**config.mk**
```make
export PLATFORM = sky130hd
export DESIGN_NAME = lru_key_set_top
export DESIGN_NICKNAME = d
export VERILOG_FILES = /design/src/hdl/lks_pkg.sv /design/src/hdl/lru_key_set_top.sv
export SDC_FILE = /design/constraint.sdc
export NUM_CORES = 2
export LEC_CHECK = 0
export BUFFER_PORTS_ARGS = -buffer_cell sky130_fd_sc_hd__buf_2
export CORE_UTILIZATION = 36
export DETAILED_ROUTE_END_ITERATION = 6
export PLACE_DENSITY_LB_ADDON = 0.2
export SYNTH_ARGS = -nofsm -noshare
export SYNTH_HDL_FRONTEND = slang
export SYNTH_SLANG_ARGS = --single-unit
export TNS_END_PERCENT = 30
```
**constraint.sdc**
```tcl
create_clock -name clk_i -period 5.65 [get_ports clk_i]
set_input_delay 0 -clock clk_i [delete_from_list [all_inputs] [get_ports clk_i]]
set_output_delay 0 -clock clk_i [all_outputs]
set_load 0.05 [all_outputs]
```
**src/hdl/lks_pkg.sv**
```systemverilog
// Shared constants for the LRU key set.
`default_nettype none

package lks_pkg;

  // Geometry of the set
  localparam int ENTRIES  = 16;
  localparam int KEY_BITS = 32;

  // Fixed field widths of the request and the capacity register
  localparam int KIND_W = 2;
  localparam int KEY_W  = 32;
  localparam int CAP_W  = 5;

  // Derived widths
  localparam int STORE_W = (KEY_BITS < KEY_W) ? KEY_BITS : KEY_W;
  localparam int IDX_W   = (ENTRIES > 1) ? $clog2(ENTRIES) : 1;
  localparam int RANK_W  = IDX_W;
  localparam int CNT_W   = $clog2(ENTRIES + 1);
  localparam int CMP_W   = (CNT_W > CAP_W) ? CNT_W : CAP_W;

  // Request kinds
  localparam logic [KIND_W-1:0] KIND_LOOKUP = 2'd0;
  localparam logic [KIND_W-1:0] KIND_INSERT = 2'd1;
  localparam logic [KIND_W-1:0] KIND_CLEAR  = 2'd2;

  // Capacity after reset
  localparam logic [CAP_W-1:0] CAP_RESET = CAP_W'(16);

endpackage

`default_nettype wire

```
**src/hdl/lru_key_set_top.sv**
```systemverilog
// LRU key set: fully associative key store with recency ranks and bounded capacity.
//
// Fully associative set of up to lks_pkg::ENTRIES keys kept in least-recently-used
// order. Each request transfer carries a kind (lookup, insert, clear) and a key and
// yields exactly one result transfer with hit = 1 when the key was already present.
// A hit (lookup or insert) promotes the key to most recent; an insert of a new key
// places it as most recent and, when the count is already at the capacity, drops the
// least recent key first. Clear empties the set; kind 3 leaves it unchanged (hit 0).
// The capacity register is clamped to 1..ENTRIES; lowering it below the current
// count evicts only one key per later insert. Write it only while the block is idle.
// Rate: one request per clock while the result side does not stall. A request is
// captured in an input register, then the parallel key compare, rank update and
// victim/free-slot pick resolve combinationally into the state and the result
// register. Back-pressure on the result side reaches in_stall_o in the same cycle;
// the input register keeps one request while the result register holds a finished
// one.
`default_nettype none

module lru_key_set_top (
  input  wire logic                           clk_i,
  input  wire logic                           rst_ni,
  // configuration: capacity register
  input  wire logic                           cfg_we_i,
  input  wire logic [lks_pkg::CAP_W-1:0]      cfg_wdata_i,
  // request channel
  input  wire logic                           in_valid_i,
  output      logic                           in_stall_o,
  input  wire logic [lks_pkg::KIND_W-1:0]     kind_i,
  input  wire logic [lks_pkg::KEY_W-1:0]      key_i,
  // result channel
  output      logic                           out_valid_o,
  input  wire logic                           out_stall_i,
  output      logic                           hit_o
);

  localparam int N = lks_pkg::ENTRIES;

  // capacity register
  logic [lks_pkg::CAP_W-1:0] cap_q;

  // request register
  logic                           req_valid_q;
  logic [lks_pkg::KIND_W-1:0]     kind_q;
  logic [lks_pkg::STORE_W-1:0]    key_q;

  // result register
  logic out_valid_q;
  logic hit_q, hit_d;

  // set state
  logic [N-1:0]                   valid_q, valid_d;
  logic [lks_pkg::RANK_W-1:0]     rank_q [N];
  logic [lks_pkg::RANK_W-1:0]     rank_d [N];
  logic [lks_pkg::CNT_W-1:0]      count_q, count_d;
  logic [lks_pkg::STORE_W-1:0]    store_q [N];

  // store write port
  logic                           wr_en;
  logic [lks_pkg::IDX_W-1:0]      wr_idx;

  // handshake
  logic advance;   // request in the input register resolves this cycle
  logic load_req;  // input register takes a new transfer slot

  assign advance    = req_valid_q && (!out_valid_q || !out_stall_i);
  assign in_stall_o = req_valid_q && !advance;
  assign load_req   = !in_stall_o;

  assign out_valid_o = out_valid_q;
  assign hit_o       = hit_q;

  // ---------------------------------------------------------------------------
  // Capacity register
  // ---------------------------------------------------------------------------
  always_ff @(posedge clk_i or negedge rst_ni) begin
    if (!rst_ni) begin
      cap_q <= lks_pkg::CAP_RESET;
    end else if (cfg_we_i) begin
      cap_q <= cfg_wdata_i;
    end
  end

  // ---------------------------------------------------------------------------
  // Input register
  // ---------------------------------------------------------------------------
  always_ff @(posedge clk_i or negedge rst_ni) begin
    if (!rst_ni) begin
      req_valid_q <= 1'b0;
    end else if (load_req) begin
      req_valid_q <= in_valid_i;
    end
  end

  always_ff @(posedge clk_i) begin
    if (load_req && in_valid_i) begin
      kind_q <= kind_i;
      key_q  <= key_i[lks_pkg::STORE_W-1:0];
    end
  end

  // ---------------------------------------------------------------------------
  // Next-state logic
  // ---------------------------------------------------------------------------
  logic [lks_pkg::CMP_W-1:0] cap_eff;
  logic                      full;
  logic [lks_pkg::RANK_W-1:0] lru_rank;

  always_comb begin
    // clamp capacity to 1..ENTRIES
    if (cap_q == '0) begin
      cap_eff = lks_pkg::CMP_W'(1);
    end else if (lks_pkg::CMP_W'(cap_q) > lks_pkg::CMP_W'(N)) begin
      cap_eff = lks_pkg::CMP_W'(N);
    end else begin
      cap_eff = lks_pkg::CMP_W'(cap_q);
    end
    full     = lks_pkg::CMP_W'(count_q) >= cap_eff;
    // ranks form 0..count-1, so the least recent has rank count-1
    lru_rank = lks_pkg::RANK_W'(count_q - lks_pkg::CNT_W'(1));
  end

  logic [N-1:0]               match;
  logic                       hit_any;
  logic [lks_pkg::RANK_W-1:0] hit_rank;
  logic [N-1:0]               victim;
  logic [N-1:0]               keep;
  logic [N-1:0]               free_oh;
  logic [lks_pkg::IDX_W-1:0]  free_idx;
  logic                       free_found;

  always_comb begin
    hit_any  = 1'b0;
    hit_rank = '0;
    for (int i = 0; i < N; i++) begin
      match[i]  = valid_q[i] && (store_q[i] == key_q);
      victim[i] = full && valid_q[i] && (rank_q[i] == lru_rank);
      hit_any   = hit_any | match[i];
      hit_rank  = hit_rank | (match[i] ? rank_q[i] : '0);
    end
    keep = valid_q & ~victim;

    // first free slot after the optional eviction
    free_oh    = '0;
    free_idx   = '0;
    free_found = 1'b0;
    for (int i = 0; i < N; i++) begin
      if (!keep[i] && !free_found) begin
        free_found = 1'b1;
        free_oh[i] = 1'b1;
        free_idx   = lks_pkg::IDX_W'(i);
      end
    end
  end

  always_comb begin
    valid_d = valid_q;
    rank_d  = rank_q;
    count_d = count_q;
    hit_d   = 1'b0;
    wr_en   = 1'b0;
    wr_idx  = free_idx;

    case (kind_q)
      lks_pkg::KIND_LOOKUP, lks_pkg::KIND_INSERT: begin
        if (hit_any) begin
          // promote: entries more recent than the hit age by one
          hit_d = 1'b1;
          for (int i = 0; i < N; i++) begin
            if (match[i]) begin
              rank_d[i] = '0;
            end else if (valid_q[i] && (rank_q[i] < hit_rank)) begin
              rank_d[i] = rank_q[i] + lks_pkg::RANK_W'(1);
            end
          end
        end else if (kind_q == lks_pkg::KIND_INSERT) begin
          for (int i = 0; i < N; i++) begin
            if (free_oh[i]) begin
              rank_d[i] = '0;
            end else if (keep[i]) begin
              rank_d[i] = rank_q[i] + lks_pkg::RANK_W'(1);
            end
          end
          valid_d = keep | free_oh;
          wr_en   = free_found;
          count_d = full ? count_q : count_q + lks_pkg::CNT_W'(1);
        end
      end
      lks_pkg::KIND_CLEAR: begin
        valid_d = '0;
        count_d = '0;
      end
      default: begin
      end
    endcase
  end

  // ---------------------------------------------------------------------------
  // State and result registers
  // ---------------------------------------------------------------------------
  always_ff @(posedge clk_i or negedge rst_ni) begin
    if (!rst_ni) begin
      valid_q     <= '0;
      count_q     <= '0;
      out_valid_q <= 1'b0;
      for (int i = 0; i < N; i++) begin
        rank_q[i] <= '0;
      end
    end else begin
      if (advance) begin
        valid_q <= valid_d;
        count_q <= count_d;
        rank_q  <= rank_d;
      end
      if (!out_valid_q || !out_stall_i) begin
        out_valid_q <= advance;
      end
    end
  end

  always_ff @(posedge clk_i) begin
    if (advance) begin
      hit_q <= hit_d;
    end
    if (advance && wr_en) begin
      store_q[wr_idx] <= key_q;
    end
  end

endmodule

`default_nettype wire

```
==> impl_metrics.tcl <==
set metrics [dict create \
    synth_flop_cell "edfxtp_1" \
    syn_to_final_growth_pct 16.2 \
    crit_arrival_ps 5710 \
    drc 0 \
    synth_cell_type_count 93 \
    whs_ps 52.5 \
    fin_crit_sh 0.920 \
    vias 24400 \
    cp-end-kind "flip-flop" \
    htreeDepth 3 \
    die_w_um 309 \
    required_ps 6170 \
    layout-drive-gt1-share 0.113 \
    via_per_inst 5.74 \
    syn-instance-count 2773 \
    syn-cell-area_um2 33900 \
    cp_cell_sequence "buf_12, inv_1, o221ai_1, nor3_1, and4_1, a22o_1, a221oi_1, nand3_1, nor2_1, buf_4, ha_1, o21a_1, o21ai_0, a31oi_1, o21a_1, mux2_2, nand3b_1, o21ai_0" \
    synthTopCellsByCount "edfxtp_1 (547), xnor2_1 (453), nand4_1 (236), nand2b_1 (149), nand2_1 (121)" \
    outcome "finished clean" \
    ctsRootBufferMaster "clkbuf_16" \
    grt_pass1_wl_um 169000 \
    pin_count 47 \
    worst_pin_slew_ps 1260 \
    setup_violations 0 \
    die-area_um2 95400 \
    placed_cells 4076 \
    hold_viol 0 \
    grt-ovfl-total 0 \
    synthArstFlopShare 0.144 \
    grt_usage 0.246 \
    critPathTopFamily "simple AND/OR/NAND/NOR gates" \
    slowest_delay_ps 860 \
    synth_top_area_share 0.484 \
    place_congestion 0.985 \
    yosys_warnings 0 \
    synth.net_count 2891 \
    reg2reg_from "key_q[2]" \
    cp-startpoint "key_q[2]" \
    rsz0062_at_grt "false" \
    yosysMostFrequentCell "edfxtp_1" \
    cts_sinks 639 \
    die_h_um 309 \
    clkTransAtPathRegs_ps 60 \
    synth_seq_cells 639 \
    crit_fanout 33 \
    cap_violations 0 \
    yosys.area.top_type "edfxtp_1" \
    min_from "key_i[24]" \
    total_power_w 0.0128 \
    ant_nets 0 \
    post_cts_buffers 0 \
    antenna_found_initial 3 \
    wl_per_cell_um 27.6 \
    synth_edf_count 547 \
    critPathSlowestCell "nor2_1" \
    finClkSkew_ps 50.6 \
    drt_pass1_iterations 6 \
    yosysSeqAreaShare 0.552 \
    syn_avg_cell_area_um2 12.2 \
    core-area_um2 93300 \
    grt_max_degree 48 \
    critical_path_class "reg2reg" \
    cts_tree "done" \
    fin_cells 4261 \
    hp-class "in2reg" \
    grt_pass1_vias 24000 \
    slew_viol_final 0 \
    hpwlAfterDp_um 79700 \
    min_period_ps 5200 \
    clock.fmax_mhz 192 \
    powerDensity_nw_per_um2 325 \
    cts_buffers 77 \
    clock_latency_ps 650 \
    diodes 0 \
    start_util 0.363 \
    port_buffers 46 \
    rows 112 \
    crit_buf_inv 3 \
    first_iter_violations 2448 \
    worst_setup_path_start_kind "flip-flop" \
    wl_um 117000 \
    nNetsFinal 3070 \
    synth_area_leaders "edfxtp_1 (48%), xnor2_1 (12%), dfrtp_1 (6.7%), nand4_1 (4.4%), nand2b_1 (2.7%)" \
    p_leak_nw 13.2 \
    clockBufferDepth 3 \
    ir_drop_mv 0.234 \
    timing.slew.headroom 0.162 \
]
[power by group]
part / switching (W) / internal, W
sequential: 0.000193 / 0.00526
clock: 0.00206 / 0.00292
combinational: 0.00149 / 0.000889
[path summary, 6_finish.rpt]
path / to / slack [ps] / depth (start not counted)
setup / recovery: rank_q[16] / 450 / 18
hold / removal: key_q[24] / 50 / 2
setup reg to reg: rank_q[16] / 450 / 18
hold reg to reg: count_q[4] / 510 / 1
max in group asynchronous: out_valid_o / 4360 / 4
min in group asynchronous: rank_q[2] / 340 / 3
[area by class of cell]
| type | instances | area (µm²) |
|---|---|---|
| Timing Repair Buffer | 216 | 2130 |
| Clock inverter | 37 | 475 |
| Fill cell | 8780 | 53900 |
| Tap cell | 1254 | 1570 |
| Inverter | 92 | 345 |
| Sequential cell | 639 | 18700 |
| Multi-Input combinational cell | 1926 | 14100 |
| Clock buffer | 97 | 2050 |
[logic make-up (layout without fill, tap and decap cells)]
family	Yosys count	count (layout)	share of synthesized area
and+or+nand+nor	971	971	0.161
DFF	639	639	0.552
xor gates and xnor gates	515	515	0.141
AOI/OAI and AO/OA	341	341	0.0767
buffers and inverters	208	442	0.0341
adders and majority gates	74	74	0.0273
muxes	25	25	0.00775
[cell usage in the layout (no fill, tap or decap), types with 30 or more instances in the layout]
| master | n |
|---|---|
| o2111ai_1 | 30 |
| inv_1 | 91 |
| nand2b_1 | 149 |
| buf_2 | 45 |
| dlygate4sd3_1 | 50 |
| o31ai_1 | 35 |
| nor4_1 | 60 |
| nor3_1 | 58 |
| nor2_1 | 91 |
| buf_4 | 82 |
| clkbuf_16 | 78 |
| xor2_1 | 44 |
| xnor2_1 | 452 |
| nand2_1 | 121 |
| buf_12 | 38 |
| nand3_1 | 116 |
| ha_1 | 74 |
| nand4_1 | 236 |
| o21ai_0 | 52 |
| dfrtp_1 | 91 |
| edfxtp_1 | 547 |
[state kept, by name, indices dropped and copies added, names as in the netlist]
signal       count
store_q        512
rank_q          64
key_q           32
cap_q            5
count_q          5
out_valid_o      1
req_valid_q      1
kind_q           2
valid_q         16
hit_o            1
[stage by stage]
stage	setup WS, ps	setup TNS (ps)	utilization	area, µm²
after CTS	571	0	0.422	39400
final	453	0	0.422	39400
after floorplan	-376	-109180	-	33900
after detailed placement	645	0	0.389	36300
after global routing	184	0	0.422	39400
after global placement	657	0	0.389	36300
[repair_timing]
| action | in CTS | in global routing |
|---|---|---|
| gates resized for setup | 0 | 0 |
| hold buffers | 51 | 0 |
| endpoints found under the hold margin | 86 | 0 |
[metal layers]
layer,up-vias,share of wire,GRT usage
met5,-,0,0
met4,0,0.034,0.0880
met3,207,0.066,0.0325
met2,1035,0.45,0.387
met1,12400,0.45,0.348
li1,10900,-,-
(Power assumes the default switching activity.)
